`config.mk`:
```
export PLATFORM = sky130hd
export DESIGN_NAME = motor_feedback_angle_tracker
export DESIGN_NICKNAME = d
export VERILOG_FILES = /design/src/rtl/mfat_pkg.sv /design/src/rtl/motor_feedback_angle_tracker.sv /design/src/rtl/mfat_front.sv /design/src/rtl/mfat_queue.sv /design/src/rtl/mfat_back.sv
export VERILOG_INCLUDE_DIRS = /design/src /design/src/rtl
export SDC_FILE = /design/constraint.sdc
export NUM_CORES = 2
export LEC_CHECK = 0
export BUFFER_PORTS_ARGS = -buffer_cell sky130_fd_sc_hd__buf_2
export CAP_MARGIN = 20
export CORE_UTILIZATION = 50
export DETAILED_ROUTE_END_ITERATION = 7
export GPL_TIMING_DRIVEN = 0
export PLACE_DENSITY = 0.63
export RECOVER_POWER = 25
export SYNTH_ARGS = -nofsm -noshare
export SYNTH_HDL_FRONTEND = slang
export SYNTH_HIERARCHICAL = 1
export SYNTH_SLANG_ARGS = --single-unit
```
`constraint.sdc`:
```
create_clock -name clk -period 41.4 [get_ports clk]
set_input_delay 2.07 -clock clk [delete_from_list [all_inputs] [get_ports clk]]
set_output_delay 2.07 -clock clk [all_outputs]
set_load 0.03 [all_outputs]
```
`src/rtl/assert_macros.svh`:
```
// assertion macros shared by the angle tracker rtl
// expects a clock named clk and an active-low reset named rst_n in scope
`ifndef ASSERT_MACROS_SVH
`define ASSERT_MACROS_SVH

// same-cycle implication, checked outside reset
`define ASSERT_IMPLIES(label, ante, cons) \
  label: assert property (@(posedge clk) disable iff (!rst_n) (ante) |-> (cons)) \
    else $error("assertion failed: implication");

// next-cycle implication, checked outside reset
`define ASSERT_NEXT(label, ante, cons) \
  label: assert property (@(posedge clk) disable iff (!rst_n) (ante) |=> (cons)) \
    else $error("assertion failed: next-cycle implication");

`endif

```
`src/rtl/mfat_pkg.sv`:
```
// shared types and constants of the motor feedback angle tracker
// used by every rtl module of the block, no dependencies
package mfat_pkg;

  localparam int ID_W    = 11;
  localparam int IDX_W   = 4;
  localparam int ANGLE_W = 16;
  localparam int WORD_W  = 16;
  localparam int AUX_W   = 8;
  localparam int TOTAL_W = 32;
  localparam int COUNT_W = 32;

  // first motor identifier after reset
  localparam logic [ID_W-1:0] FIRST_ID_RESET = 11'd513;

  // depth of the queue between classifier and update unit
  localparam int QUEUE_DEPTH = 2;

  // one classified frame on its way to the table update
  typedef struct packed {
    logic                     bus;
    logic [IDX_W-1:0]         idx;
    logic [ANGLE_W-1:0]       angle;
    logic signed [WORD_W-1:0] speed;
    logic signed [WORD_W-1:0] current;
    logic [AUX_W-1:0]         aux;
  } item_t;

endpackage

```
`src/rtl/motor_feedback_angle_tracker.sv`:
```
// motor feedback angle tracker: multi-turn encoder unwrap per bus and motor
// top level, instantiates mfat_front, mfat_queue, mfat_back; uses mfat_pkg
//
// usage:
//   in_*  : one received motor feedback frame per transaction; in_tuser holds
//           the bus, in_tdata the identifier and decoded payload words
//   out_* : one result per frame whose identifier lies in the motor window
//           first_motor_id .. first_motor_id + MOTORS_PER_BUS - 1; frames
//           outside the window are taken and give no result
//   cfg_* : write of first_motor_id, only while the block is idle
// path: a taken frame goes through the queue and the table update into the result register
// throughput: one frame per cycle while out_tready is high, set by the
//   read-modify-write of the motor table in the update unit
// reset: first_motor_id returns to 513, all motor entries read as zero
//   (per-entry valid bits clear at once, no clearing pass)
// stall: the result register holds while out_tready is low, the two-entry
//   queue takes up to two more frames, then in_tready drops
module motor_feedback_angle_tracker #(
  parameter int MOTORS_PER_BUS  = 11,
  parameter int BUS_COUNT       = 2,
  parameter int COUNTS_PER_TURN = 8192
) (
  input  logic         clk,
  input  logic         rst_n,
  input  logic         cfg_wr_en,
  input  logic [10:0]  cfg_wr_data,   // first_motor_id
  input  logic         in_tvalid,
  output logic         in_tready,
  input  logic         in_tuser,      // bus_select
  // frame_id[10:0], angle_word[26:11], speed_word[42:27],
  // current_word[58:43], aux_byte[66:59], zero[71:67]
  input  logic [71:0]  in_tdata,
  output logic         out_tvalid,
  input  logic         out_tready,
  output logic         out_tuser,     // motor_bus
  // motor_index[3:0], angle_now[19:4], speed_now[35:20], current_now[51:36],
  // aux_now[59:52], angle_total[91:60], frame_count[123:92], zero[127:124]
  output logic [127:0] out_tdata
);

  logic                          push_valid;
  logic                          push_ready;
  mfat_pkg::item_t               push_item;
  logic                          pop_valid;
  logic                          pop_ready;
  mfat_pkg::item_t               pop_item;
  mfat_pkg::item_t               res_item;
  logic [mfat_pkg::TOTAL_W-1:0]  res_total;
  logic [mfat_pkg::COUNT_W-1:0]  res_count;

  // classifier
  mfat_front #(
    .MOTORS_PER_BUS (MOTORS_PER_BUS),
    .BUS_COUNT      (BUS_COUNT)
  ) u_front (
    .clk        (clk),
    .rst_n      (rst_n),
    .cfg_wr_en  (cfg_wr_en),
    .cfg_wr_data(cfg_wr_data),
    .in_valid   (in_tvalid),
    .in_ready   (in_tready),
    .in_bus     (in_tuser),
    .in_id      (in_tdata[10:0]),
    .in_angle   (in_tdata[26:11]),
    .in_speed   (in_tdata[42:27]),
    .in_current (in_tdata[58:43]),
    .in_aux     (in_tdata[66:59]),
    .push_valid (push_valid),
    .push_ready (push_ready),
    .push_item  (push_item)
  );

  // decoupling queue
  mfat_queue u_queue (
    .clk       (clk),
    .rst_n     (rst_n),
    .push_valid(push_valid),
    .push_ready(push_ready),
    .push_item (push_item),
    .pop_valid (pop_valid),
    .pop_ready (pop_ready),
    .pop_item  (pop_item)
  );

  // table update and result register
  mfat_back #(
    .MOTORS_PER_BUS (MOTORS_PER_BUS),
    .BUS_COUNT      (BUS_COUNT),
    .COUNTS_PER_TURN(COUNTS_PER_TURN)
  ) u_back (
    .clk      (clk),
    .rst_n    (rst_n),
    .pop_valid(pop_valid),
    .pop_ready(pop_ready),
    .pop_item (pop_item),
    .res_valid(out_tvalid),
    .res_ready(out_tready),
    .res_item (res_item),
    .res_total(res_total),
    .res_count(res_count)
  );

  // result packing
  assign out_tuser = res_item.bus;
  assign out_tdata = {4'b0, res_count, res_total, res_item.aux, res_item.current,
                      res_item.speed, res_item.angle, res_item.idx};

endmodule

```
`src/rtl/mfat_front.sv`:
```
// frame classifier: holds the first motor id register, filters the id window
// depends on mfat_pkg and assert_macros.svh
`include "assert_macros.svh"

module mfat_front #(
  parameter int MOTORS_PER_BUS = 11,
  parameter int BUS_COUNT      = 2
) (
  input  logic                           clk,
  input  logic                           rst_n,
  input  logic                           cfg_wr_en,
  input  logic [mfat_pkg::ID_W-1:0]      cfg_wr_data,
  input  logic                           in_valid,
  output logic                           in_ready,
  input  logic                           in_bus,
  input  logic [mfat_pkg::ID_W-1:0]      in_id,
  input  logic [mfat_pkg::ANGLE_W-1:0]   in_angle,
  input  logic [mfat_pkg::WORD_W-1:0]    in_speed,
  input  logic [mfat_pkg::WORD_W-1:0]    in_current,
  input  logic [mfat_pkg::AUX_W-1:0]     in_aux,
  output logic                           push_valid,
  input  logic                           push_ready,
  output mfat_pkg::item_t                push_item
);

  logic [mfat_pkg::ID_W-1:0] first_id_r;
  logic [mfat_pkg::ID_W-1:0] first_id_nxt;
  logic [mfat_pkg::ID_W-1:0] id_diff;
  logic                      in_window;
  logic                      bus_cl;

  // first motor id register
  always_comb begin
    first_id_nxt = first_id_r;
    if (cfg_wr_en) begin
      first_id_nxt = cfg_wr_data;
    end
  end

  always_ff @(posedge clk) begin
    if (!rst_n) begin
      first_id_r <= mfat_pkg::FIRST_ID_RESET;
    end else begin
      first_id_r <= first_id_nxt;
    end
  end

  // id window check
  assign id_diff   = in_id - first_id_r;
  assign in_window = (in_id >= first_id_r) &&
                     (id_diff < mfat_pkg::ID_W'(MOTORS_PER_BUS));

  // out-of-range bus maps onto the last bus
  assign bus_cl = (BUS_COUNT <= 1) ? 1'b0 :
                  ((int'(in_bus) >= BUS_COUNT) ? 1'(BUS_COUNT - 1) : in_bus);

  // frames outside the window are taken and dropped
  assign in_ready   = push_ready;
  assign push_valid = in_valid && in_window;

  always_comb begin
    push_item         = '0;
    push_item.bus     = bus_cl;
    push_item.idx     = mfat_pkg::IDX_W'(id_diff);
    push_item.angle   = in_angle;
    push_item.speed   = in_speed;
    push_item.current = in_current;
    push_item.aux     = in_aux;
  end

  `ASSERT_IMPLIES(a_push_in_window, push_valid,
                  int'(push_item.idx) < MOTORS_PER_BUS)

endmodule

```
`src/rtl/mfat_queue.sv`:
```
// short queue of classified frames between classifier and update unit
// depends on mfat_pkg and assert_macros.svh
`include "assert_macros.svh"

module mfat_queue (
  input  logic            clk,
  input  logic            rst_n,
  input  logic            push_valid,
  output logic            push_ready,
  input  mfat_pkg::item_t push_item,
  output logic            pop_valid,
  input  logic            pop_ready,
  output mfat_pkg::item_t pop_item
);

  localparam int DEPTH = mfat_pkg::QUEUE_DEPTH;
  localparam int PTR_W = (DEPTH > 1) ? $clog2(DEPTH) : 1;
  localparam int CNT_W = $clog2(DEPTH + 1);

  mfat_pkg::item_t  mem [DEPTH];
  logic [PTR_W-1:0] wr_ptr_r, wr_ptr_nxt;
  logic [PTR_W-1:0] rd_ptr_r, rd_ptr_nxt;
  logic [CNT_W-1:0] count_r, count_nxt;
  logic             push;
  logic             pop;

  assign push_ready = (count_r < CNT_W'(DEPTH));
  assign pop_valid  = (count_r != '0);
  assign push       = push_valid && push_ready;
  assign pop        = pop_valid && pop_ready;
  assign pop_item   = mem[rd_ptr_r];

  // pointer and fill count update
  always_comb begin
    wr_ptr_nxt = wr_ptr_r;
    rd_ptr_nxt = rd_ptr_r;
    count_nxt  = count_r;
    if (push) begin
      wr_ptr_nxt = (int'(wr_ptr_r) == DEPTH - 1) ? '0 : wr_ptr_r + 1'b1;
    end
    if (pop) begin
      rd_ptr_nxt = (int'(rd_ptr_r) == DEPTH - 1) ? '0 : rd_ptr_r + 1'b1;
    end
    if (push && !pop) begin
      count_nxt = count_r + 1'b1;
    end else if (pop && !push) begin
      count_nxt = count_r - 1'b1;
    end
  end

  always_ff @(posedge clk) begin
    if (!rst_n) begin
      wr_ptr_r <= '0;
      rd_ptr_r <= '0;
      count_r  <= '0;
    end else begin
      wr_ptr_r <= wr_ptr_nxt;
      rd_ptr_r <= rd_ptr_nxt;
      count_r  <= count_nxt;
    end
  end

  // storage
  always_ff @(posedge clk) begin
    if (push) begin
      mem[wr_ptr_r] <= push_item;
    end
  end

  `ASSERT_IMPLIES(a_count_bound, 1'b1, count_r <= CNT_W'(DEPTH))
  `ASSERT_NEXT(a_push_grows, push && !pop, count_r == $past(count_r) + 1'b1)

endmodule

```
`src/rtl/mfat_back.sv`:
```
// table update: per-motor angle unwrap, total and frame count, result register
// depends on mfat_pkg and assert_macros.svh
`include "assert_macros.svh"

module mfat_back #(
  parameter int MOTORS_PER_BUS  = 11,
  parameter int BUS_COUNT       = 2,
  parameter int COUNTS_PER_TURN = 8192
) (
  input  logic                            clk,
  input  logic                            rst_n,
  input  logic                            pop_valid,
  output logic                            pop_ready,
  input  mfat_pkg::item_t                 pop_item,
  output logic                            res_valid,
  input  logic                            res_ready,
  output mfat_pkg::item_t                 res_item,
  output logic [mfat_pkg::TOTAL_W-1:0]    res_total,
  output logic [mfat_pkg::COUNT_W-1:0]    res_count
);

  localparam int ENTRIES = BUS_COUNT * MOTORS_PER_BUS;
  localparam int ENT_W   = (ENTRIES > 1) ? $clog2(ENTRIES) : 1;
  localparam int DIFF_W  = mfat_pkg::ANGLE_W + 3;
  localparam logic signed [DIFF_W-1:0] TURN = DIFF_W'(COUNTS_PER_TURN);

  // per-entry state, a clear valid bit reads as zero
  logic [ENTRIES-1:0]               valid_r;
  logic [mfat_pkg::ANGLE_W-1:0]     prev_r  [ENTRIES];
  logic [mfat_pkg::TOTAL_W-1:0]     total_r [ENTRIES];
  logic [mfat_pkg::COUNT_W-1:0]     cnt_r   [ENTRIES];

  logic                             out_valid_r, out_valid_nxt;
  mfat_pkg::item_t                  out_item_r;
  logic [mfat_pkg::TOTAL_W-1:0]     out_total_r;
  logic [mfat_pkg::COUNT_W-1:0]     out_count_r;

  logic                             fire;
  logic [ENT_W-1:0]                 entry;
  logic [mfat_pkg::ANGLE_W-1:0]     prev_rd;
  logic [mfat_pkg::TOTAL_W-1:0]     total_rd;
  logic [mfat_pkg::COUNT_W-1:0]     cnt_rd;
  logic signed [DIFF_W-1:0]         a_s, p_s, direct, other, mag_d, mag_o, step;
  logic [mfat_pkg::TOTAL_W-1:0]     total_new;
  logic [mfat_pkg::COUNT_W-1:0]     cnt_new;

  assign pop_ready = !out_valid_r || res_ready;
  assign fire      = pop_valid && pop_ready;

  // entry address and table read
  assign entry    = ENT_W'(int'(pop_item.bus) * MOTORS_PER_BUS) + ENT_W'(pop_item.idx);
  assign prev_rd  = valid_r[entry] ? prev_r[entry]  : '0;
  assign total_rd = valid_r[entry] ? total_r[entry] : '0;
  assign cnt_rd   = valid_r[entry] ? cnt_r[entry]   : '0;

  // unwrap: pick the smaller of direct and turn-corrected difference
  always_comb begin
    a_s    = signed'(DIFF_W'(pop_item.angle));
    p_s    = signed'(DIFF_W'(prev_rd));
    direct = a_s - p_s;
    other  = (pop_item.angle < prev_rd) ? direct + TURN : direct - TURN;
    mag_d  = (direct < 0) ? -direct : direct;
    mag_o  = (other < 0) ? -other : other;
    step   = (mag_o < mag_d) ? other : direct;
  end

  assign total_new = total_rd + mfat_pkg::TOTAL_W'(step);
  assign cnt_new   = cnt_rd + 1'b1;

  // table write
  always_ff @(posedge clk) begin
    if (fire) begin
      prev_r[entry]  <= pop_item.angle;
      total_r[entry] <= total_new;
      cnt_r[entry]   <= cnt_new;
    end
  end

  always_ff @(posedge clk) begin
    if (!rst_n) begin
      valid_r <= '0;
    end else if (fire) begin
      valid_r[entry] <= 1'b1;
    end
  end

  // result register
  always_comb begin
    out_valid_nxt = out_valid_r;
    if (fire) begin
      out_valid_nxt = 1'b1;
    end else if (res_ready) begin
      out_valid_nxt = 1'b0;
    end
  end

  always_ff @(posedge clk) begin
    if (!rst_n) begin
      out_valid_r <= 1'b0;
    end else begin
      out_valid_r <= out_valid_nxt;
    end
  end

  always_ff @(posedge clk) begin
    if (fire) begin
      out_item_r  <= pop_item;
      out_total_r <= total_new;
      out_count_r <= cnt_new;
    end
  end

  assign res_valid = out_valid_r;
  assign res_item  = out_item_r;
  assign res_total = out_total_r;
  assign res_count = out_count_r;

  `ASSERT_NEXT(a_fire_loads, fire,
               out_valid_r && (out_count_r == $past(cnt_rd) + 1'b1))

endmodule
```
======== Yosys cells after proc, flatten, opt, wreduce, memory -nomap -nowiden ========
Memories as Yosys holds them, arrays and structs flattened. A register that Yosys moved wholly into a read port is not among the register bits.
Cells that the tools add are included.
operators by class
  add/subtract/negate cells ............... 13
  multipliers ............................. 1
  order comparisons ....................... 9
  muxes and demuxes ....................... 23
  bitwise operators ....................... 1
  reduce and logical (&&, ||, !) cells .... 14
operators with widths
  cell                                                  number
  2-to-1 mux 19 bit                                     4
  2-to-1 mux 32 bit                                     2
  adder 32 x 1 -> 32 bit (second input constant)        1
  adder 32 bit                                          1
  bitwise OR 22 bit                                     1
  < comparator 19 x 1 -> 1 bit (second input constant)  1
  < comparator 19 bit                                   1
  negator 17 -> 19 bit                                  1
  negator 19 bit                                        1
  adder 17 x 15 -> 18 bit (second input constant)       1
  subtractor 17 x 15 -> 18 bit (second input constant)  1
  < comparator 17 x 1 -> 1 bit (second input constant)  1
  subtractor 16 x 16 -> 17 bit                          1
  < comparator 16 bit                                   1
  2-to-1 mux 16 bit                                     1
  2-to-1 mux 1 bit                                      12
  greater-or-equal comparator 11 bit                    1
  < comparator 11 x 4 -> 1 bit (second input constant)  1
  subtractor 11 bit                                     1
  logical AND 1 bit                                     7
  < comparator 5 x 6 -> 1 bit (second input constant)   1
  nonzero test 2 bit                                    3
  adder 5 x 4 -> 5 bit                                  1
  binary-select mux 1 bit (select 5 bit)                1
  other kinds (10)                                      14
word-level totals
  flip-flop bits (word level) ............. 163
  RAM bits ................................ 1882
  bits of input ports ..................... 89
  output and inout bits ................... 131
  word-level logic and storage cells ...... 79
  memories ................................ 4
memories
  name            depth  bits a word  read ports  clocked after memory_dff  write ports  RTL line          RTL
  u_back.cnt_r    22     32           1           0                         1            mfat_back.sv:31   logic [mfat_pkg::COUNT_W-1:0] cnt_r [ENTRIES];
  u_back.total_r  22     32           1           0                         1            mfat_back.sv:30   logic [mfat_pkg::TOTAL_W-1:0] total_r [ENTRIES];
  u_back.prev_r   22     16           1           0                         1            mfat_back.sv:29   logic [mfat_pkg::ANGLE_W-1:0] prev_r [ENTRIES];
  u_queue.mem     2      61           1           1                         1            mfat_queue.sv:20  mfat_pkg::item_t mem [DEPTH];

======== Logic depth before layout (Yosys ltp) ========
  word-level depth ........................ 13
  depth in mapped cells ................... 53
  gate-level depth less buffers ........... 41

======== Hierarchy ========
Netlist, hierarchy kept.
by module, submodules not included
  module                        times used  cells each  area an instance (µm²)  seq. area each (µm²)
  mfat_back                     1           3732        75902.8                 57064.7
  mfat_queue                    1           213         4620.7                  3763.6
  mfat_front                    1           176         1415.1                  220.2
  motor_feedback_angle_tracker  1           5           33.8                    0.0

======== Worst setup path after synthesis ========
OpenSTA, ideal clock, no wires.
  path kind ............................... input-to-reg
  from .................................... input out_tready
  to ...................................... memory u_back/cnt_r[20][0] (netlist name), enable pin
  setup time .............................. 0.719 ns
  data arrival time ....................... 14.236 ns
  data required time ...................... 40.681 ns
  slack ................................... 26.446 ns
  cell stages on the path ................. 5
  buffers on the path ..................... 1
  cell sequence ........................... nand2b_1 and2_1 clkbuf_1 nand2_1 nor4_1
between the ends
  cells in the longest elaborated chain, start to end .. 4
RTL lines
  what                                    RTL line                            RTL
  start: declaration                      motor_feedback_angle_tracker.sv:34  input logic out_tready,
  logical OR 1 bit                        mfat_back.sv:47                     assign pop_ready = !out_valid_r || res_ready;
  logical AND 1 bit                       mfat_back.sv:48                     assign fire = pop_valid && pop_ready;
  via u_back.fire                         mfat_back.sv:38                     logic fire;
  2-to-1 mux 1 bit                        mfat_back.sv:72                     if (fire) begin
  2-to-1 mux 1 bit (implied by the code)  mfat_back.sv:75                     cnt_r[entry] <= cnt_new;
  end: declaration                        mfat_back.sv:31
The timed path passes the listed nets, and every way through them passes these cells.

==> results.sh <==
export IMPL_run_status="finished, violations left"
export IMPL_violations="max-capacitance violations, max-slew violations"
export IMPL_ys_flop_type="edfxtp_1"
export IMPL_cts_tree="yes"
export IMPL_grt_first_pass_wirelength_microns=298000
export IMPL_power_density_nw_per_um2=64.3
export IMPL_crit_fanout=23
export IMPL_max_stage_delay_ps=800
export IMPL_cap_violations=5
export IMPL_initial_core_util_pct=50.4
export IMPL_sw_frac_of_total_pct=31.2
export IMPL_drc=0
export IMPL_via_per_inst=6.04
export IMPL_wire_per_inst_microns=29.1
export IMPL_port_buffers=153
export IMPL_cp_slowest_cell="mux2i_1"
export IMPL_slew_viol_final=241
export IMPL_hpwl_microns=136000
export IMPL_via_count=42343
export IMPL_p_clk_share_pct=29.4
export IMPL_dp_cells=6623
export IMPL_synth_edf_count=2007
export IMPL_area_delta_synth_final_pct=15.5
export IMPL_rows=148
export IMPL_crit_required_ps=41870
export IMPL_worstSkewPairLatency_ps=840
export IMPL_finalWirelength_microns=204000
export IMPL_critical_path_class="flip-flop to flip-flop"
export IMPL_clock_skew_ps=53.4
export IMPL_post_cts_buffers=0
export IMPL_drive_above_1_share_pct=24.4
export IMPL_crit_top_cell="clkbuf_1"
export IMPL_async_reset_ff_share_pct=0
export IMPL_rsz0062_at_grt="no"
export IMPL_ys_ff_latch=2046
export IMPL_final_nets=4840
export IMPL_final_antenna_net_count=0
export IMPL_pwr_share_seq_pct=43.1
export IMPL_slew_headroom_pct=-129
export IMPL_cp_arrival_ps=18560
export IMPL_avgSynthCellArea_sq_um=19.9
export IMPL_fin_crit_sh_pct=43.7
export IMPL_antenna_found_initial=4
export IMPL_tightest_slew_ps=3430
export IMPL_start_kind="flip-flop"
export IMPL_fp_coreArea_sq_um=163000
export IMPL_max_freq_ghz=0.0553
export IMPL_final_cells=7008
export IMPL_p_leak_nw=32.1
export IMPL_p_int_w=0.00419
export IMPL_place_gp_congestion=0.840
export IMPL_grt_pass1_vias=43118
export IMPL_setup_viol=0
export IMPL_ctsResizeCount=0
export IMPL_fin_tns_setup_ps=0
export IMPL_hold_buffers=0
export IMPL_synthCells=4126
export IMPL_cts_clk_slew_worst_paths_ps=60
export IMPL_netlist_cell_type_count=85
export IMPL_root_buffer="clkbuf_16"
export IMPL_synth_seq_area_share_pct=74.5
export IMPL_htree_levels=4
export IMPL_cts_sinks=2046
export IMPL_grt_remaining_overflow=0
export IMPL_p_sw_w=0.00190
export IMPL_dr_pass1_iters=6
export IMPL_die_area_sq_um=166000
export IMPL_end_kind="flip-flop"
export IMPL_boundaryPins=220
export IMPL_grt_max_degree=56
export IMPL_die_w_microns=407
export IMPL_pwr_share_comb_pct=27.5
export IMPL_die_y_microns=407
export IMPL_period_needed_ps=18090
export IMPL_ir_worst_vdd_mv=0.0414
export IMPL_drtIter0Drc=4178
export IMPL_yosysWarnings=6
export IMPL_hold_violations=0
export IMPL_holdCritPathClass="flip-flop to flip-flop"
export IMPL_clock_path_buffers=3
export IMPL_cts_buffers=202
export IMPL_track_usage_pct=25.1
export IMPL_synth_area_sq_um=82000
## final cells by class
type                    instances  area, sq um
diodes                          3         7.51
plain buffers                 249         1320
clock buffers                 243         5290
clock inverters               131         1150
fillers                     12033        68100
inverters                      41          154
multi-input cells            1794        19800
flip-flops and latches       2046        61000
well taps                    2175         2720
repair buffers                326         3220
## cell usage in the layout (no fill, tap or decap), types with 45 or more instances in the layout
master	Yosys	final
buf_4	87	74
a21oi_1	112	111
clkbuf_16	0	206
buf_2	51	74
clkinv_1	0	50
mux2i_1	111	109
buf_12	0	64
mux4_2	456	456
clkinv_2	0	45
mux2_2	68	47
o21ai_0	48	47
nand2_1	163	163
nor2_1	237	216
a211oi_1	62	62
edfxtp_1	2007	2007
ha_1	86	86
clkbuf_4	0	49
clkbuf_1	89	279
## flip-flops by register name, indices dropped and copies added, names as in the netlist, 22 cells and up, named ones only
signal and flops:
u_queue/mem 122, u_back/res_item 61, u_back/res_total 32, u_back/res_count 32, u_back/valid_r 22, u_back/total_r 704, u_back/cnt_r 704, u_back/prev_r 352
## routing by layer
layer | wire, microns | up-vias | GRT usage (%)
met2 | 101000 | 1609 | 41.4
met5 | 20 | - | 0
met3 | 14100 | 299 | 3.94
met4 | 5220 | 2 | 7.24
met1 | 83800 | 22603 | 34.7
li1 | - | 17830 | -
## critical path, delay by kind of cell, from the launching register on
family | cells | cell delay, ps
xor+xnor | 2 | 910
simple gates | 9 | 2150
compound gates | 15 | 3910
flops | 1 | 300
fa+ha+maj | 7 | 2670
buf+inv | 10 | 5070
mux | 5 | 2650
## stage by stage
| stage | total power, W | utilization (%) | hold WS [ps] | cell area [sq um] | setup WS [ps] |
|---|---|---|---|---|---|
| 3_3_place_gp | 0.00431 | 52.5 | 441 | 85500 | 13990 |
| 3_5_place_dp | 0.00437 | 54.4 | 450 | 88500 | 24090 |
| 5_1_grt | 0.00631 | 58.2 | 476 | 94700 | 22440 |
| 6_report | 0.00609 | 58.2 | 460 | 94700 | 23310 |
| 2_1_floorplan | 0.00374 | - | 435 | 82000 | 26450 |
| 4_1_cts | 0.00615 | 58.4 | 464 | 95000 | 24000 |
## power by group through the flow
stage / sequential, W / combinational (W) / clock [W]
4_1_cts: 0.00262 / 0.00171 / 0.00182
5_1_grt: 0.00264 / 0.00178 / 0.00189
3_5_place_dp: 0.00266 / 0.00170 / 0
6_report: 0.00263 / 0.00167 / 0.00179
2_1_floorplan: 0.00279 / 0.000952 / 0
3_3_place_gp: 0.00271 / 0.00160 / 0
## worst paths after layout
kind,depth (start not counted),slack (ps),to,startpoint
max,48,23310,u_back/total_r[13][26]$_DFFE_PP_,flip-flop
min,1,460,u_back/valid_r[14]$_SDFFE_PN0P_,u_back/valid_r[14]$_SDFFE_PN0P_
max reg2reg,48,23310,u_back/total_r[13][26]$_DFFE_PP_,flip-flop
min reg2reg,1,460,u_back/valid_r[14]$_SDFFE_PN0P_,u_back/valid_r[14]$_SDFFE_PN0P_
## cells by family (layout without fill, tap and decap cells)
group	after synthesis	in the layout	synth area share [%]
DFF	2046	2046	74.5
muxes	635	635	14.8
and+or+nand+nor	573	573	3.17
AOI/OAI and AO/OA	387	387	3.14
buffers and inverters	290	990	1.86
xor gates and xnor gates	101	101	1.09
adders and majority gates	91	91	1.43
other	3	10	0.0137
## cell usage after synthesis (39+ instances only)
| cell type | number | area (sq um) |
|---|---|---|
| a21oi_1 | 112 | 561 |
| a211oi_1 | 62 | 465 |
| edfxtp_1 | 2007 | 60300 |
| nand2_1 | 163 | 612 |
| buf_4 | 87 | 653 |
| mux2_2 | 68 | 766 |
| nor2_1 | 237 | 890 |
| inv_1 | 41 | 154 |
| buf_2 | 51 | 255 |
| dfxtp_1 | 39 | 781 |
| clkbuf_1 | 89 | 334 |
| mux4_2 | 456 | 10300 |
| o21ai_0 | 48 | 240 |
| xnor2_1 | 63 | 552 |
| ha_1 | 86 | 1080 |
| mux2i_1 | 111 | 1110 |
(Power assumes the default switching activity.)
